`config.mk`:
```
export PLATFORM = sky130hd
export DESIGN_NAME = jtsq_back_flat
export DESIGN_NICKNAME = d
export VERILOG_FILES = /design/src/rtl/jtsq_pkg.sv /design/src/rtl/jtsq_chan_if.sv /design/src/rtl/jtsq_back.sv /design/src/flat_wrapper.sv
export SDC_FILE = /design/constraint.sdc
export NUM_CORES = 1
export LEC_CHECK = 0
export ABC_AREA = 1
export BUFFER_PORTS_ARGS = -buffer_cell sky130_fd_sc_hd__buf_2
export CELL_PAD_IN_SITES_DETAIL_PLACEMENT = 1
export CELL_PAD_IN_SITES_GLOBAL_PLACEMENT = 1
export CORE_MARGIN = 2
export CORE_UTILIZATION = 40
export DETAILED_ROUTE_END_ITERATION = 8
export GPL_ROUTABILITY_DRIVEN = 0
export PLACE_DENSITY = 0.91
export SYNTH_ARGS = -nofsm -noshare
export SYNTH_HDL_FRONTEND = slang
export SYNTH_SLANG_ARGS = --single-unit
export TNS_END_PERCENT = 5
```
`constraint.sdc`:
```
create_clock -name clock -period 2.4 [get_ports clock]
set_input_delay 0.48 -clock clock [delete_from_list [all_inputs] [get_ports clock]]
set_output_delay 0.48 -clock clock [all_outputs]
set_load 0.01 [all_outputs]
```
`src/rtl/jtsq_pkg.sv`:
```
package jtsq_pkg;

   localparam int CNT_W = 7;
   localparam int PAD_W = 5;
   localparam int QUEUE_DEPTH = 2;
   localparam int QPTR_W = $clog2(QUEUE_DEPTH);
   localparam int QFILL_W = $clog2(QUEUE_DEPTH + 1);

   localparam logic [CNT_W-1:0] RESET_CLOCKS = CNT_W'(5);
   localparam logic [CNT_W-1:0] MAX_IDLE = CNT_W'(64);

   // csr register indexes
   localparam logic [1:0] CSR_IR_PAD_BEFORE = 2'd0;
   localparam logic [1:0] CSR_IR_PAD_AFTER  = 2'd1;
   localparam logic [1:0] CSR_DR_PAD_BEFORE = 2'd2;
   localparam logic [1:0] CSR_DR_PAD_AFTER  = 2'd3;

   typedef enum logic [1:0] {
      CMD_GOTO  = 2'd0,
      CMD_RESET = 2'd1,
      CMD_IDLE  = 2'd2,
      CMD_SHIFT = 2'd3
   } cmd_kind_type;

   typedef enum logic [3:0] {
      ST_TLR   = 4'd0,
      ST_RTI   = 4'd1,
      ST_SELDR = 4'd2,
      ST_CAPDR = 4'd3,
      ST_SHDR  = 4'd4,
      ST_EX1DR = 4'd5,
      ST_PAUDR = 4'd6,
      ST_EX2DR = 4'd7,
      ST_UPDDR = 4'd8,
      ST_SELIR = 4'd9,
      ST_CAPIR = 4'd10,
      ST_SHIR  = 4'd11,
      ST_EX1IR = 4'd12,
      ST_PAUIR = 4'd13,
      ST_EX2IR = 4'd14,
      ST_UPDIR = 4'd15
   } tap_state_type;

   typedef enum logic [2:0] {
      SQ_IDLE,
      SQ_GOTO,
      SQ_RESET,
      SQ_CLOCKS,
      SQ_LEAD,
      SQ_DATA,
      SQ_TRAIL
   } seq_state_type;

   typedef struct packed {
      cmd_kind_type     kind;
      tap_state_type    target;
      logic [CNT_W-1:0] count;   // already saturated
      logic             tdi;
      logic             first;
      logic             last;
   } cmd_type;

   typedef struct packed {
      logic    valid;
      cmd_type cmd;
   } cmd_head_type;

   typedef struct packed {
      logic [PAD_W-1:0] ir_before;
      logic [PAD_W-1:0] ir_after;
      logic [PAD_W-1:0] dr_before;
      logic [PAD_W-1:0] dr_after;
   } pad_cfg_type;

   typedef struct packed {
      logic tms;
      logic tdi;
      logic sample;
      logic last;
   } slice_type;

   typedef struct packed {
      logic          tms;
      tap_state_type next;
   } route_type;

   // one move of the fixed routing table toward tgt
   function automatic route_type tap_route(input tap_state_type cur, input tap_state_type tgt);
      route_type r;
      r.tms  = 1'b1;
      r.next = cur;
      case (cur)
         ST_TLR: begin
            r.tms = 1'b0; r.next = ST_RTI;
         end
         ST_RTI: begin
            r.tms = 1'b1; r.next = ST_SELDR;
         end
         ST_SELDR: begin
            if (tgt >= ST_SELDR && tgt <= ST_UPDDR) begin
               r.tms = 1'b0; r.next = ST_CAPDR;
            end else begin
               r.tms = 1'b1; r.next = ST_SELIR;
            end
         end
         ST_CAPDR: begin
            if (tgt == ST_SHDR) begin
               r.tms = 1'b0; r.next = ST_SHDR;
            end else begin
               r.tms = 1'b1; r.next = ST_EX1DR;
            end
         end
         ST_SHDR: begin
            r.tms = 1'b1; r.next = ST_EX1DR;
         end
         ST_EX1DR: begin
            if (tgt == ST_PAUDR || tgt == ST_EX2DR) begin
               r.tms = 1'b0; r.next = ST_PAUDR;
            end else begin
               r.tms = 1'b1; r.next = ST_UPDDR;
            end
         end
         ST_PAUDR: begin
            r.tms = 1'b1; r.next = ST_EX2DR;
         end
         ST_EX2DR: begin
            if (tgt == ST_SHDR || tgt == ST_EX1DR || tgt == ST_PAUDR) begin
               r.tms = 1'b0; r.next = ST_SHDR;
            end else begin
               r.tms = 1'b1; r.next = ST_UPDDR;
            end
         end
         ST_SELIR: begin
            if (tgt != ST_TLR) begin
               r.tms = 1'b0; r.next = ST_CAPIR;
            end else begin
               r.tms = 1'b1; r.next = ST_TLR;
            end
         end
         ST_CAPIR: begin
            if (tgt == ST_SHIR) begin
               r.tms = 1'b0; r.next = ST_SHIR;
            end else begin
               r.tms = 1'b1; r.next = ST_EX1IR;
            end
         end
         ST_SHIR: begin
            r.tms = 1'b1; r.next = ST_EX1IR;
         end
         ST_EX1IR: begin
            if (tgt == ST_PAUIR || tgt == ST_EX2IR) begin
               r.tms = 1'b0; r.next = ST_PAUIR;
            end else begin
               r.tms = 1'b1; r.next = ST_UPDIR;
            end
         end
         ST_PAUIR: begin
            r.tms = 1'b1; r.next = ST_EX2IR;
         end
         ST_EX2IR: begin
            if (tgt == ST_SHIR || tgt == ST_EX1IR || tgt == ST_PAUIR) begin
               r.tms = 1'b0; r.next = ST_SHIR;
            end else begin
               r.tms = 1'b1; r.next = ST_UPDIR;
            end
         end
         default: begin
            // update-DR / update-IR
            if (tgt == ST_RTI) begin
               r.tms = 1'b0; r.next = ST_RTI;
            end else begin
               r.tms = 1'b1; r.next = ST_SELDR;
            end
         end
      endcase
      return r;
   endfunction

endpackage

```
`src/rtl/jtsq_chan_if.sv`:
```


interface jtsq_rsp_if;
   logic valid;
   logic ready;
   logic tms_out;
   logic tdi_out;
   logic sample_tdo;
   logic last_slice;

   modport source(output valid, tms_out, tdi_out, sample_tdo, last_slice, input ready);
   modport sink(input valid, tms_out, tdi_out, sample_tdo, last_slice, output ready);
endinterface

```
`src/rtl/jtsq_back.sv`:
```
module jtsq_back import jtsq_pkg::*; (
   input  logic         clock,
   input  logic         reset,
   input  cmd_head_type q_head,
   output logic         q_pop,
   input  pad_cfg_type  pad_cfg,
   jtsq_rsp_if.source   rsp_chan
);

   seq_state_type    state_ff, state_in;
   tap_state_type    tap_ff, tap_in;
   logic [CNT_W-1:0] cnt_ff, cnt_in;
   cmd_type          cmd_ff, cmd_in;
   logic             is_ir_ff, is_ir_in;
   logic [PAD_W-1:0] before_ff, before_in;
   logic             rsp_valid_ff;
   slice_type        slice_ff, slice;
   logic             emit, out_free, cnt_one;
   logic             head_is_ir;
   logic [PAD_W-1:0] head_before, head_after;
   route_type        step;

   assign out_free    = !rsp_valid_ff || rsp_chan.ready;
   assign cnt_one     = (cnt_ff == CNT_W'(1));
   assign head_is_ir  = (tap_ff == ST_SHIR);
   assign head_before = head_is_ir ? pad_cfg.ir_before : pad_cfg.dr_before;
   assign head_after  = head_is_ir ? pad_cfg.ir_after  : pad_cfg.dr_after;
   assign step        = tap_route(tap_ff, cmd_ff.target);

   // next state
   always_comb begin
      state_in = state_ff;
      case (state_ff)
         SQ_IDLE: begin
            if (q_head.valid) begin
               case (q_head.cmd.kind)
                  CMD_GOTO: begin
                     if (tap_ff != q_head.cmd.target) state_in = SQ_GOTO;
                  end
                  CMD_RESET: state_in = SQ_RESET;
                  CMD_IDLE: begin
                     if (q_head.cmd.count != '0) state_in = SQ_CLOCKS;
                  end
                  default: begin
                     state_in = (q_head.cmd.first && head_after != '0) ? SQ_LEAD : SQ_DATA;
                  end
               endcase
            end
         end
         SQ_GOTO: begin
            if (out_free && step.next == cmd_ff.target) state_in = SQ_IDLE;
         end
         SQ_RESET, SQ_CLOCKS, SQ_TRAIL: begin
            if (out_free && cnt_one) state_in = SQ_IDLE;
         end
         SQ_LEAD: begin
            if (out_free && cnt_one) state_in = SQ_DATA;
         end
         SQ_DATA: begin
            if (out_free) begin
               state_in = (cmd_ff.last && before_ff != '0) ? SQ_TRAIL : SQ_IDLE;
            end
         end
         default: state_in = SQ_IDLE;
      endcase
   end

   // outputs and datapath
   always_comb begin
      q_pop     = 1'b0;
      emit      = 1'b0;
      slice     = '0;
      tap_in    = tap_ff;
      cnt_in    = cnt_ff;
      cmd_in    = cmd_ff;
      is_ir_in  = is_ir_ff;
      before_in = before_ff;
      case (state_ff)
         SQ_IDLE: begin
            if (q_head.valid) begin
               q_pop     = 1'b1;
               cmd_in    = q_head.cmd;
               is_ir_in  = head_is_ir;
               before_in = head_before;
               case (q_head.cmd.kind)
                  CMD_RESET: cnt_in = RESET_CLOCKS;
                  CMD_IDLE:  cnt_in = q_head.cmd.count;
                  CMD_SHIFT: cnt_in = CNT_W'(head_after);
                  default:   cnt_in = cnt_ff;
               endcase
            end
         end
         SQ_GOTO: begin
            emit       = out_free;
            slice.tms  = step.tms;
            slice.last = (step.next == cmd_ff.target);
            if (out_free) tap_in = step.next;
         end
         SQ_RESET: begin
            emit       = out_free;
            slice.tms  = 1'b1;
            slice.last = cnt_one;
            if (out_free) begin
               cnt_in = cnt_ff - CNT_W'(1);
               if (cnt_one) tap_in = ST_TLR;
            end
         end
         SQ_CLOCKS: begin
            emit       = out_free;
            slice.last = cnt_one;
            if (out_free) cnt_in = cnt_ff - CNT_W'(1);
         end
         SQ_LEAD: begin
            emit      = out_free;
            slice.tdi = 1'b1;
            if (out_free) cnt_in = cnt_ff - CNT_W'(1);
         end
         SQ_DATA: begin
            emit         = out_free;
            slice.tms    = cmd_ff.last && (before_ff == '0);
            slice.tdi    = cmd_ff.tdi;
            slice.sample = 1'b1;
            slice.last   = !(cmd_ff.last && before_ff != '0);
            if (out_free) begin
               cnt_in = CNT_W'(before_ff);
               if (cmd_ff.last) tap_in = is_ir_ff ? ST_EX1IR : ST_EX1DR;
            end
         end
         SQ_TRAIL: begin
            emit       = out_free;
            slice.tms  = cnt_one;
            slice.tdi  = 1'b1;
            slice.last = cnt_one;
            if (out_free) cnt_in = cnt_ff - CNT_W'(1);
         end
         default: begin
            emit = 1'b0;
         end
      endcase
   end

   always_ff @(posedge clock) begin
      if (reset) begin
         state_ff     <= SQ_IDLE;
         tap_ff       <= ST_TLR;
         rsp_valid_ff <= 1'b0;
      end else begin
         state_ff <= state_in;
         tap_ff   <= tap_in;
         if (emit) begin
            rsp_valid_ff <= 1'b1;
         end else if (rsp_chan.ready) begin
            rsp_valid_ff <= 1'b0;
         end
      end
   end

   always_ff @(posedge clock) begin
      cnt_ff    <= cnt_in;
      cmd_ff    <= cmd_in;
      is_ir_ff  <= is_ir_in;
      before_ff <= before_in;
      if (emit) slice_ff <= slice;
   end

   assign rsp_chan.valid      = rsp_valid_ff;
   assign rsp_chan.tms_out    = slice_ff.tms;
   assign rsp_chan.tdi_out    = slice_ff.tdi;
   assign rsp_chan.sample_tdo = slice_ff.sample;
   assign rsp_chan.last_slice = slice_ff.last;

endmodule

```
`src/flat_wrapper.sv`:
```
// flat-port wrapper written by rule: the top's interface ports become plain ports
module jtsq_back_flat import jtsq_pkg::*;
  (clock, reset, q_head, q_pop, pad_cfg, rsp_chan_valid, rsp_chan_tms_out, rsp_chan_tdi_out, rsp_chan_sample_tdo, rsp_chan_last_slice, rsp_chan_ready);
  jtsq_rsp_if rsp_chan_i ();
  input  logic clock;
  input  logic reset;
  input  cmd_head_type q_head;
  output logic q_pop;
  input  pad_cfg_type pad_cfg;
  output wire logic [$bits(rsp_chan_i.valid)-1:0] rsp_chan_valid;
  output wire logic [$bits(rsp_chan_i.tms_out)-1:0] rsp_chan_tms_out;
  output wire logic [$bits(rsp_chan_i.tdi_out)-1:0] rsp_chan_tdi_out;
  output wire logic [$bits(rsp_chan_i.sample_tdo)-1:0] rsp_chan_sample_tdo;
  output wire logic [$bits(rsp_chan_i.last_slice)-1:0] rsp_chan_last_slice;
  input wire logic [$bits(rsp_chan_i.ready)-1:0] rsp_chan_ready;
  assign rsp_chan_valid = rsp_chan_i.valid;
  assign rsp_chan_tms_out = rsp_chan_i.tms_out;
  assign rsp_chan_tdi_out = rsp_chan_i.tdi_out;
  assign rsp_chan_sample_tdo = rsp_chan_i.sample_tdo;
  assign rsp_chan_last_slice = rsp_chan_i.last_slice;
  assign rsp_chan_i.ready = rsp_chan_ready;
  jtsq_back u_core (.clock(clock), .reset(reset), .q_head(q_head), .q_pop(q_pop), .pad_cfg(pad_cfg), .rsp_chan(rsp_chan_i));
endmodule
```
**Yosys cells after proc, flatten, opt, wreduce, memory -nomap -nowiden**

Index checks and enable logic that the tools add are counted.

- Add/sub/neg operators: 1
- Magnitude comparators: 2
- Eq/ne operators: 47
- Muxes and demuxes: 44
- Reduce and logical (&&, ||, !) cells: 34

Operator list:

| kind | number |
|---|---|
| 5-bit one-hot mux with 14 select lines | 1 |
| 5-bit 2-to-1 mux | 11 |
| 7-bit one-hot mux with 3 select lines | 2 |
| 4-bit == test, second input constant | 10 |
| 4-bit by 3-bit == test with 1-bit output, second input constant | 8 |
| 3-bit 2-to-1 mux | 8 |
| 4-bit 2-to-1 mux | 6 |
| 7-bit 2-to-1 mux | 3 |
| 2-bit by 1-bit inequality test with 1-bit output, second input constant | 9 |
| 3-bit one-hot mux with 5 select lines | 1 |
| 4-bit one-hot mux with 3 select lines | 1 |
| 5-bit nonzero test | 2 |
| 3-bit == test, second input constant | 3 |
| 3-bit one-hot mux with 3 select lines | 1 |
| 4-bit by 1-bit == test with 1-bit output, second input constant | 2 |
| 4-bit by 2-bit == test with 1-bit output, second input constant | 2 |
| 7-bit by 1-bit == test with 1-bit output, second input constant | 1 |
| 1-bit logical OR | 7 |
| 1-bit 2-to-1 mux | 7 |
| 7-bit AND reduction | 1 |
| 7-bit nonzero test | 1 |
| 7-bit by 1-bit subtractor with 7-bit output, second input constant | 1 |
| 3-bit by 2-bit == test with 1-bit output, second input constant | 2 |
| 1-bit logical AND | 6 |
| 28 further kinds | 32 |

- Flip-flop bits (word level): 31
- Bits of input ports: 40
- Output and inout bits: 6
- Logic and storage cells: 141

**Logic depth before layout (Yosys ltp)**

Gate-level depths: netlist of run 1.

- Depth after elaboration: 9
- Gate-level depth with buffers: 16

**Worst setup path after synthesis of run 1**

Ideal clock, no wire load.

- Kind: input to register
- Start: input q_head[14] in the netlist's numbering
- End: register u_core.cnt_ff[0] (enable)
- Setup time: 384 ps
- Data arrival time: 1718 ps
- Setup slack: 297 ps
- Stages on the path: 5
- Buffers on the path: 1
- Cells stage by stage: inv_1 ha_1 clkbuf_1 nor2_1 a221oi_1

- Cells in the longest elaborated chain, start to end: 3
- Elaborated cells between the ends (all ways): 5
- Those cells by class: eq/ne (4); reduce/logical (1)

Ends and longest elaborated chain:

| element | line | text |
|---|---|---|
| start: declaration | flat_wrapper.sv:7 | `input cmd_head_type q_head;` |
| 2-bit by 1-bit == test with 1-bit output / 2-bit == test (equally long branches) | jtsq_back.sv:85 | `case (q_head.cmd.kind)` |
| 4-bit by 1-bit inequality test with 1-bit output (no source line) (*) | - |  |
| 5-bit AND reduction (no source line) (*) | - |  |
| end signal: assignment | jtsq_back.sv:159 | `cnt_ff <= cnt_in;` |
| end: declaration | jtsq_back.sv:12 | `logic [CNT_W-1:0] cnt_ff, cnt_in;` |

Every way passes the cells marked *; elsewhere a longest branch is shown, timed or not.
A chain may end at the register's enable or synchronous reset.

**Final worst setup path of run 1**

- Start: register u_core.tap_ff[2]
- End: register u_core.state_ff[0]

- Cells in the longest elaborated chain, start to end: 8
- Elaborated cells between the ends (all ways): 28
- Those cells by class: eq/ne (17); mux (6); reduce/logical (5)

Ends and longest elaborated chain:

| element | line | text |
|---|---|---|
| start: declaration | jtsq_back.sv:11 | `tap_state_type tap_ff, tap_in;` |
| start signal: assignment | jtsq_back.sv:149 | `tap_ff <= tap_in;` |
| 4-bit == test | jtsq_pkg.sv:92, jtsq_back.sv:25 |  |
| 5-bit 2-to-1 mux | jtsq_back.sv:27 | `assign head_after = head_is_ir ? pad_cfg.ir_after : pad_cfg.dr_after;` |
| 5-bit nonzero test | jtsq_back.sv:45 | `state_in = (q_head.cmd.first && head_after != '0) ? SQ_LEAD : SQ_DATA;` |
| 1-bit logical AND | jtsq_back.sv:45 |  |
| 1-bit 2-to-1 mux | jtsq_back.sv:45 |  |
| 3-bit one-hot mux with 3 select lines | jtsq_back.sv:36 | `case (q_head.cmd.kind)` |
| 3-bit 2-to-1 mux | jtsq_back.sv:35 | `if (q_head.valid) begin` |
| 3-bit one-hot mux with 5 select lines | jtsq_back.sv:33 | `case (state_ff)` |
| end signal: assignment | jtsq_back.sv:148 | `state_ff <= state_in;` |
| end: declaration | jtsq_back.sv:10 | `seq_state_type state_ff, state_in;` |

Several ways; a longest one is shown, not always the timed one. The select of a mux whose other input is x is not followed.

==> impl_metrics.csv, run 1 <==
group,metric,value,unit
logic_synthesis,yosys.cell_count.top_type,"nand2_1",
floorplan,die_w,82.1,um
timing,fin_crit_sh,0.891,
worst_setup_path,required,2.59,ns
place,hpwl,6290,um
clocking,ctsHoldBuffers,0,
grt,antenna_found_initial,0,
timing,relSlewSlack,0.670,
route,met2_length,3860,um
logic_synthesis,ys.flop_type,"edfxtp_1",
clocking,h-tree-depth,2,
floorplan,die-area,0.00674,mm^2
cells_and_area,design_area,0.00282,mm^2
cells_and_area,syn_to_final_growth,15.5,%
cells_and_area,drive_above_1_share,0.202,
clocking,cts_resized,0,
power,power,0.00273,W
timing,tns,0,ns
worst_setup_path,critPathKind,"register to register",
power,p_leak,1.34,nW
logic_synthesis,muxShareOfSynthArea,0,
logic_synthesis,synth_fa_ha_area_frac,0.0308,
logic_synthesis,ys_types,39,
logic_synthesis,yosysTopAreaCellShare,0.283,
worst_setup_path,cp-start-kind,"register",
grt,track_usage,0.248,
grt,grt_max_degree,13,
worst_setup_path,cp-end-kind,"register",
route,routed.top_layer,"met4",
logic_synthesis,synth_warnings,0,
grt,grt_pass1_wl,12600,um
clocking,cts_post_setup_buffers_inserted,0,
status,status,"complete, no violations",
timing,clock_skew,0.00595,ns
clocking,clkLatencyLatePin,0.29,ns
cells_and_area,nNetsFinal,451,
logic_synthesis,synth.area.top_cells,"edfxtp_1 (28%), nand2_1 (15%), nor2_1 (7.4%), dfxtp_1 (6.6%), inv_1 (6.5%)",
timing,slew_violations,0,
logic_synthesis,synthTopCellsByCount,"nand2_1 (95), nor2_1 (48), inv_1 (42)",
floorplan,initial_core_util,0.412,
worst_setup_path,rrSetupSlack,0.26,ns
route,ant_nets,0,
route,wire_per_inst,15.8,um
timing,final-hold-violation-count,0,
logic_synthesis,synth_top_family_by_area,"simple AND/OR/NAND/NOR gates",
route,vias_per_cell,5.37,
place,place_area,0.00274,mm^2
logic_synthesis,async_reset_ff_frac,0,
logic_synthesis,yosys_register_bits,31,
logic_synthesis,avgSynthCellArea,6.87,um^2
place,port_buffers,45,
route,route.vias.total,2581,
cells_and_area,antenna_cells,0,
logic_synthesis,synth-simple-area-share,0.368,
route,met1Wirelength,3300,um
grt,overflow,0,
logic_synthesis,synth_edf_count,23,
clocking,cts_sinks,31,
clocking,cts_root_buf,"clkbuf_8",
logic_synthesis,syn_inst,355,
floorplan,die_y,82.1,um
clocking,cts_tree,"built",
timing,tightest_slew,0.494,ns
floorplan,rows,28,
clocking,cts_buffers,5,
route,drtIter0Drc,109,
floorplan,core_area,0.00592,mm^2
grt,grt_pass1_vias,2639,
logic_synthesis,synth_area_leader_cell,"edfxtp_1",
cells_and_area,final_util,0.476,
timing,finalCriticalPeriod,2.14,ns
logic_synthesis,syn_nets,401,
logic_synthesis,syn_area,0.00244,mm^2
route,dr_wl_met3,310,um
timing,finalSetupViolCount,0,
clocking,clkTransAtPathRegs,0.07,ns
route,drc_errors,0,
route,firstDrtPassIters,4,
power,powerDensity,968,mW/mm^2
timing,rsz0062_at_grt,"false",
logic_synthesis,ys_seq_area_frac,0.349,
clocking,clockBufferDepth,2,
min_path,hp-class,"input pin to register",
job,maxCapViolations,0,
logic_synthesis,synth_xor_xnor_area_share,0.0108,
timing,fmax,0.468,GHz
floorplan,io_pins,46,
power,peakVddDrop,404,uV
worst_setup_path,cp.arrival,2.33,ns
logic_synthesis,synth_compound_area_frac,0.142,
worst_setup_path,cp_max_fo,12,
route,wirelength,7620,um
## placed cells by master (no fill, tap or decap), types with 6 or more instances in the layout
cell type,instances
a21oi_1,17
buf_2,45
dfxtp_1,8
edfxtp_1,23
ha_1,6
inv_1,42
nand2_1,95
nand3_1,25
nand4_1,9
nor2_1,48
o21ai_0,23
## cell families (layout without fill, tap and decap cells)
family          count (synthesis)  count (layout)
compound gates                 58              58
xor+xnor                        3               3
buf+inv                        55             106
simple gates                  202             202
fa+ha+maj                       6               6
flops                          31              31
## final timing paths
check	from	endpoint	cells past startpoint
min	q_head[0]	u_core.cmd_ff[0]	1
max reg2reg	u_core.tap_ff[2]	u_core.state_ff[0]	16
max	u_core.tap_ff[2]	u_core.state_ff[0]	16
min reg2reg	u_core.tap_ff[2]	u_core.tap_ff[2]	2
## registers in the layout, indices dropped and copies added, names as in the netlist
register / cells
u_core.rsp_chan.tdi_out: 1
u_core.is_ir_ff: 1
u_core.rsp_chan.valid: 1
u_core.rsp_chan.sample_tdo: 1
u_core.cmd_ff: 6
u_core.tap_ff: 4
u_core.rsp_chan.last_slice: 1
u_core.before_ff: 5
u_core.state_ff: 3
u_core.rsp_chan.tms_out: 1
u_core.cnt_ff: 7
## routing by layer
layer	vias to the layer above	global-route usage
met2	65	0.453
met4	0	0.0767
li1	1270	-
met1	1234	0.304
met5	-	0
met3	12	0.0286
## metrics by stage
stage	cells	setup slack (ns)	hold slack (ns)
CTS	481	0.304	0.366
global route	481	0.0860	0.364
floorplan	355	0.297	0.505
global placement	473	0.411	0.538
detailed placement	473	0.342	0.557
finish	481	0.261	0.363
## power by group
part	internal [W]	switching, W
logic	0.000426	0.000886
registers	0.000844	0.000162
clock network	0.000203	0.000206
## worst max-delay path: stages, from the launching register on
cell,delay [ns]
dfxtp_1,0.45
inv_2,0.10
nand2_4,0.10
nor2_4,0.04
buf_4,0.17
nor2_2,0.15
nand2_1,0.06
nor2_1,0.18
nand3_1,0.13
nand2_1,0.08
nand2_1,0.06
nor2_2,0.12
nand3_2,0.08
nand2_2,0.10
nand3_1,0.09
nand2_1,0.08
inv_1,0.04
## cell type report
class / instances / area [um^2]
flip-flops and latches: 31 / 851
clock inverters: 1 / 5.00
repair buffers: 50 / 263
clock buffers: 7 / 76.3
fillers: 817 / 3100
well taps: 75 / 93.8
multi-input cells: 269 / 1350
inverters: 48 / 183
No activity file was read; power rests on OpenSTA's default activity.
==> run 2: changes to the inputs <==
--- a/config.mk
+++ b/config.mk
@@ -7,13 +7,11 @@
 export LEC_CHECK = 0
 export ABC_AREA = 1
 export BUFFER_PORTS_ARGS = -buffer_cell sky130_fd_sc_hd__buf_2
-export CELL_PAD_IN_SITES_DETAIL_PLACEMENT = 1
-export CELL_PAD_IN_SITES_GLOBAL_PLACEMENT = 1
 export CORE_MARGIN = 2
-export CORE_UTILIZATION = 40
+export CORE_UTILIZATION = 50
 export DETAILED_ROUTE_END_ITERATION = 8
 export GPL_ROUTABILITY_DRIVEN = 0
-export PLACE_DENSITY = 0.91
+export PLACE_DENSITY = 0.83
 export SYNTH_ARGS = -nofsm -noshare
 export SYNTH_HDL_FRONTEND = slang
 export SYNTH_SLANG_ARGS = --single-unit
==> impl_metrics.csv, run 2 (same netlist as run 1, synthesis figures left out) <==
group,metric,value,unit
clocking,cts_post_setup_buffers_inserted,0,
floorplan,core_area,0.00472,mm^2
clocking,h-tree-depth,2,
worst_setup_path,cp.arrival,2.38,ns
place,hpwl,4970,um
route,ant_nets,0,
timing,finalCriticalPeriod,2.14,ns
route,drtIter0Drc,327,
route,wire_per_inst,13.1,um
cells_and_area,drive_above_1_share,0.203,
grt,grt_pass1_vias,2378,
floorplan,die_w,73.8,um
place,post-place-ws,0.316,ns
timing,rsz0062_at_grt,"false",
route,vias_per_cell,5.31,
min_path,hold_depth,1,
grt,overflow,0,
clocking,clkTransAtPathRegs,0.07,ns
worst_setup_path,r2r_end,"u_core.state_ff[0]",
route,firstDrtPassIters,5,
floorplan,rows,25,
grt,grt_max_degree,14,
cells_and_area,layout_commonest_cell,"nand2_1",
grt,antenna_found_initial,0,
grt,track_usage,0.248,
cells_and_area,largest_reg_flops,7,
power,peakVddDrop,769,uV
timing,fin_ws,0.260,ns
cells_and_area,fin_cells,471,
cells_and_area,reg_top3,"u_core.cnt_ff: 7 flops, u_core.cmd_ff: 6 flops, u_core.before_ff: 5 flops",
timing,final-hold-violation-count,0,
route,drc_errors,0,
cells_and_area,regMostFlops,"u_core.cnt_ff",
timing,tns,0,ns
min_path,hold_end,"u_core.cmd_ff[2]",
worst_setup_path,cp-end-kind,"register",
timing,fin_crit_sh,0.892,
route,route.vias.total,2502,
worst_setup_path,required,2.64,ns
worst_setup_path,cp-start-kind,"register",
cells_and_area,antenna_cells,0,
floorplan,io_pins,46,
worst_setup_path,worstReg2RegStart,"u_core.tap_ff[1]",
power,powerDensity,990,mW/mm^2
timing,slew_violations,0,
worst_setup_path,critPathKind,"register to register",
clocking,cts_resized,0,
clocking,clkLatencyLatePin,0.29,ns
min_path,min-delay-start,"q_head[2]",
power,p_leak,1.35,nW
clocking,clockBufferDepth,2,
timing,finalSetupViolCount,0,
grt,grt_pass1_wl,10400,um
status,status,"complete, no violations",
min_path,hp-class,"input pin to register",
cells_and_area,layout_common_cells,"nand2_1 (95), nor2_1 (48), buf_2 (45)",
timing,clock_skew,0.00445,ns
floorplan,die_y,73.8,um
timing,tightest_slew,0.459,ns
worst_setup_path,rrSetupSlack,0.26,ns
clocking,cts_sinks,31,
timing,relSlewSlack,0.693,
floorplan,die-area,0.00545,mm^2
cells_and_area,syn_to_final_growth,16.0,%
place,port_buffers,45,
timing,fmax,0.467,GHz
clocking,ctsHoldBuffers,0,
place,dp_cells,463,
route,wirelength,6190,um
floorplan,initial_core_util,0.516,
clocking,cts_tree,"built",
worst_setup_path,r2r_cells,10,
job,maxCapViolations,0,
clocking,cts_root_buf,"clkbuf_8",
clocking,cts_buffers,5,
cells_and_area,nNetsFinal,449,
worst_setup_path,cp_max_fo,13,
[run 2: worst max-delay path by stage]
stage,start,to,slack (ns),cells after the start
5_1_grt,u_core.tap_ff[1],u_core.state_ff[0],0.003,10
6_report,u_core.tap_ff[1],u_core.state_ff[0],0.26,10
3_3_place_gp,u_core.tap_ff[1],u_core.state_ff[0],0.29,10
2_1_floorplan,q_head[14],u_core.cnt_ff[0],0.30,5
4_1_cts,u_core.tap_ff[1],u_core.state_ff[0],0.28,10
3_5_place_dp,u_core.tap_ff[1],u_core.state_ff[0],0.32,10
[run 2: layout make-up]
type	count	area, um^2
inverters	48	183
clock buffers	6	82.6
fillers	422	1900
repair buffers	48	248
multi-input cells	269	1350
flip-flops and latches	31	851
well taps	67	83.8
clock inverters	2	35.0
[run 2: through the flow]
step           hold WS [ns]  area, um^2  power, W  utilization
2_1_floorplan         0.505        2440   0.00189            -
3_3_place_gp          0.548        2710   0.00222        0.574
3_5_place_dp          0.555        2710   0.00225        0.574
4_1_cts               0.356        2830   0.00278        0.599
5_1_grt               0.358        2830   0.00301        0.599
6_report              0.360        2830   0.00280        0.599
[run 2: power by group]
| part | internal [W] | total (W) | switching (W) |
|---|---|---|---|
| Sequential | 0.000843 | 0.000988 | 0.000145 |
| Clock | 0.000335 | 0.000535 | 0.000199 |
| Combinational | 0.000424 | 0.00128 | 0.000853 |
| Total | 0.00160 | 0.00280 | 0.00120 |
[run 2: worst max-delay path, stage by stage (launching register included)]
cell and delay [ns]:
dfxtp_1 0.53, nand2_2 0.14, nor2_4 0.27, inv_1 0.21, o21ai_0 0.36, nand2_1 0.12
o211ai_2 0.19, a21oi_1 0.10, nand3_1 0.08, nand2_1 0.05, inv_1 0.04
[run 2: layer usage]
layer,wire length (um),global-route usage,vias to the layer above
li1,-,-,1267
met4,174,0.107,0
met2,2920,0.424,113
met3,388,0.0439,20
met1,2710,0.304,1102
met5,0,0,-
==> run 3: changes to the inputs <==
--- a/config.mk
+++ b/config.mk
@@ -11,7 +11,7 @@
 export CORE_UTILIZATION = 50
 export DETAILED_ROUTE_END_ITERATION = 8
 export GPL_ROUTABILITY_DRIVEN = 0
-export PLACE_DENSITY = 0.83
+export PLACE_DENSITY_LB_ADDON = 0.2
 export SYNTH_ARGS = -nofsm -noshare
 export SYNTH_HDL_FRONTEND = slang
 export SYNTH_SLANG_ARGS = --single-unit
==> impl_metrics.csv, run 3 (same netlist as run 1, synthesis figures left out) <==
group,metric,value,unit
cells_and_area,drive_above_1_share,0.202,
floorplan,die_w,73.8,um
power,pwr-share-seq,0.373,
power,combinationalPowerShare,0.478,
route,wirelength,6120,um
floorplan,initial_core_util,0.516,
cells_and_area,regMostFlops,"u_core.cnt_ff",
min_path,hp-class,"input pin to register",
clocking,h-tree-depth,2,
timing,final-hold-violation-count,0,
grt,overflow,0,
timing,fin_crit_sh,0.849,
route,wire_per_inst,12.9,um
floorplan,io_pins,46,
timing,clock_skew,0.00475,ns
clocking,cts_post_setup_buffers_inserted,0,
power,peakVddDrop,523,uV
worst_setup_path,cp-start-kind,"register",
grt,track_usage,0.244,
power,switching_share,0.444,
clocking,ctsHoldBuffers,0,
route,vias_per_cell,5.40,
place,port_buffers,45,
grt,grt_pass1_vias,2346,
route,firstDrtPassIters,5,
worst_setup_path,cp-end-kind,"register",
place,post-place-ws,0.398,ns
route,drtIter0Drc,227,
power,p_sw,0.00117,W
worst_setup_path,cp_max_fo,7,
clocking,cts_tree,"built",
job,maxCapViolations,0,
cells_and_area,antenna_cells,0,
status,status,"complete, no violations",
timing,finalSetupViolCount,0,
route,drc_errors,0,
route,route.vias.total,2553,
timing,slew_violations,0,
timing,tightest_slew,0.467,ns
floorplan,rows,25,
timing,rsz0062_at_grt,"false",
floorplan,die_y,73.8,um
cells_and_area,syn_to_final_growth,15.1,%
route,ant_nets,0,
power,p_leak,1.34,nW
grt,antenna_found_initial,0,
clocking,cts_root_buf,"clkbuf_8",
clocking,cts_buffers,5,
cells_and_area,layout_common_cells,"nand2_1 (95), nor2_1 (48), buf_2 (45)",
worst_setup_path,crit_slowest_cell,"dfxtp_1",
clocking,cts_resized,0,
worst_setup_path,cp.arrival,2.03,ns
power,clkPwrFrac,0.149,
power,powerDensity,941,mW/mm^2
cells_and_area,final_util,0.594,
timing,relSlewSlack,0.688,
timing,tns,0,ns
power,p_int,0.00147,W
timing,finalCriticalPeriod,2.04,ns
worst_setup_path,slowest_delay,0.37,ns
worst_setup_path,critPathKind,"register to register",
worst_setup_path,required,2.39,ns
cells_and_area,reg_top3,"u_core.cnt_ff: 7 flops, u_core.cmd_ff: 6 flops, u_core.before_ff: 5 flops",
cells_and_area,nNetsFinal,451,
floorplan,core_area,0.00472,mm^2
clocking,clkTransAtPathRegs,0.07,ns
place,hpwl,4920,um
cells_and_area,largest_reg_flops,7,
timing,fin_ws,0.362,ns
timing,fmax,0.491,GHz
cells_and_area,layout_commonest_cell,"nand2_1",
clocking,clkLatencyLatePin,0.28,ns
worst_setup_path,crit_chain,"nor2_1 > inv_1 > nor2_1 > nor2_4 > inv_1 > o311ai_0 > a221oi_1 > buf_4",
grt,grt_pass1_wl,10300,um
grt,grt_max_degree,13,
clocking,cts_sinks,31,
floorplan,die-area,0.00545,mm^2
clocking,clockBufferDepth,2,
==> run 3: worst paths after layout <==
| path | depth (start not counted) | to | slack, ns | start |
|---|---|---|---|---|
| setup / recovery | 8 | u_core.cnt_ff[5] | 0.36 | u_core.state_ff[0] |
| hold / removal | 1 | u_core.cmd_ff[0] | 0.37 | q_head[0] |
| setup reg to reg | 8 | u_core.cnt_ff[5] | 0.36 | u_core.state_ff[0] |
| hold reg to reg | 3 | u_core.tap_ff[0] | 0.56 | u_core.is_ir_ff |
==> run 3: worst max-delay path, delay by kind of cell, from the launching register on <==
kind | cells | cell delay, ns
AOI/OAI and AO/OA | 2 | 0.36
buffers and inverters | 3 | 0.45
DFF | 1 | 0.37
and+or+nand+nor | 3 | 0.56
==> run 3: cell type report <==
| cell class | count | area, um^2 |
|---|---|---|
| fill | 442 | 1920 |
| multi-input combinational | 269 | 1350 |
| sequential | 31 | 851 |
| timing repair buffer | 50 | 263 |
| inverter | 48 | 183 |
| tap | 67 | 83.8 |
| clock buffer | 6 | 72.6 |
| clock inverter | 2 | 8.76 |
==> run 3: power by group through the flow <==
stage	registers, W	clock network (W)	logic, W
floorplan	0.000968	0	0.000926
detailed placement	0.000998	0	0.00124
global placement	0.000991	0	0.00125
global route	0.00102	0.000423	0.00144
finish	0.000986	0.000392	0.00126
CTS	0.000986	0.000398	0.00125
==> run 3: metal layers <==
| layer | part of all wire | track usage | wire length (um) |
|---|---|---|---|
| met5 | 0 | 0 | 0 |
| met4 | 0.025 | 0.0990 | 155 |
| met3 | 0.063 | 0.0384 | 386 |
| met2 | 0.47 | 0.408 | 2890 |
| met1 | 0.44 | 0.314 | 2680 |
==> run 3: through the flow <==
| step | area [um^2] | cells | hold slack, ns | total power (W) |
|---|---|---|---|---|
| 2_1_floorplan | 2440 | 355 | 0.505 | 0.00189 |
| 4_1_cts | 2810 | 473 | 0.368 | 0.00264 |
| 6_report | 2810 | 473 | 0.375 | 0.00264 |
| 5_1_grt | 2810 | 473 | 0.364 | 0.00288 |
| 3_3_place_gp | 2730 | 465 | 0.556 | 0.00224 |
| 3_5_place_dp | 2730 | 465 | 0.554 | 0.00224 |
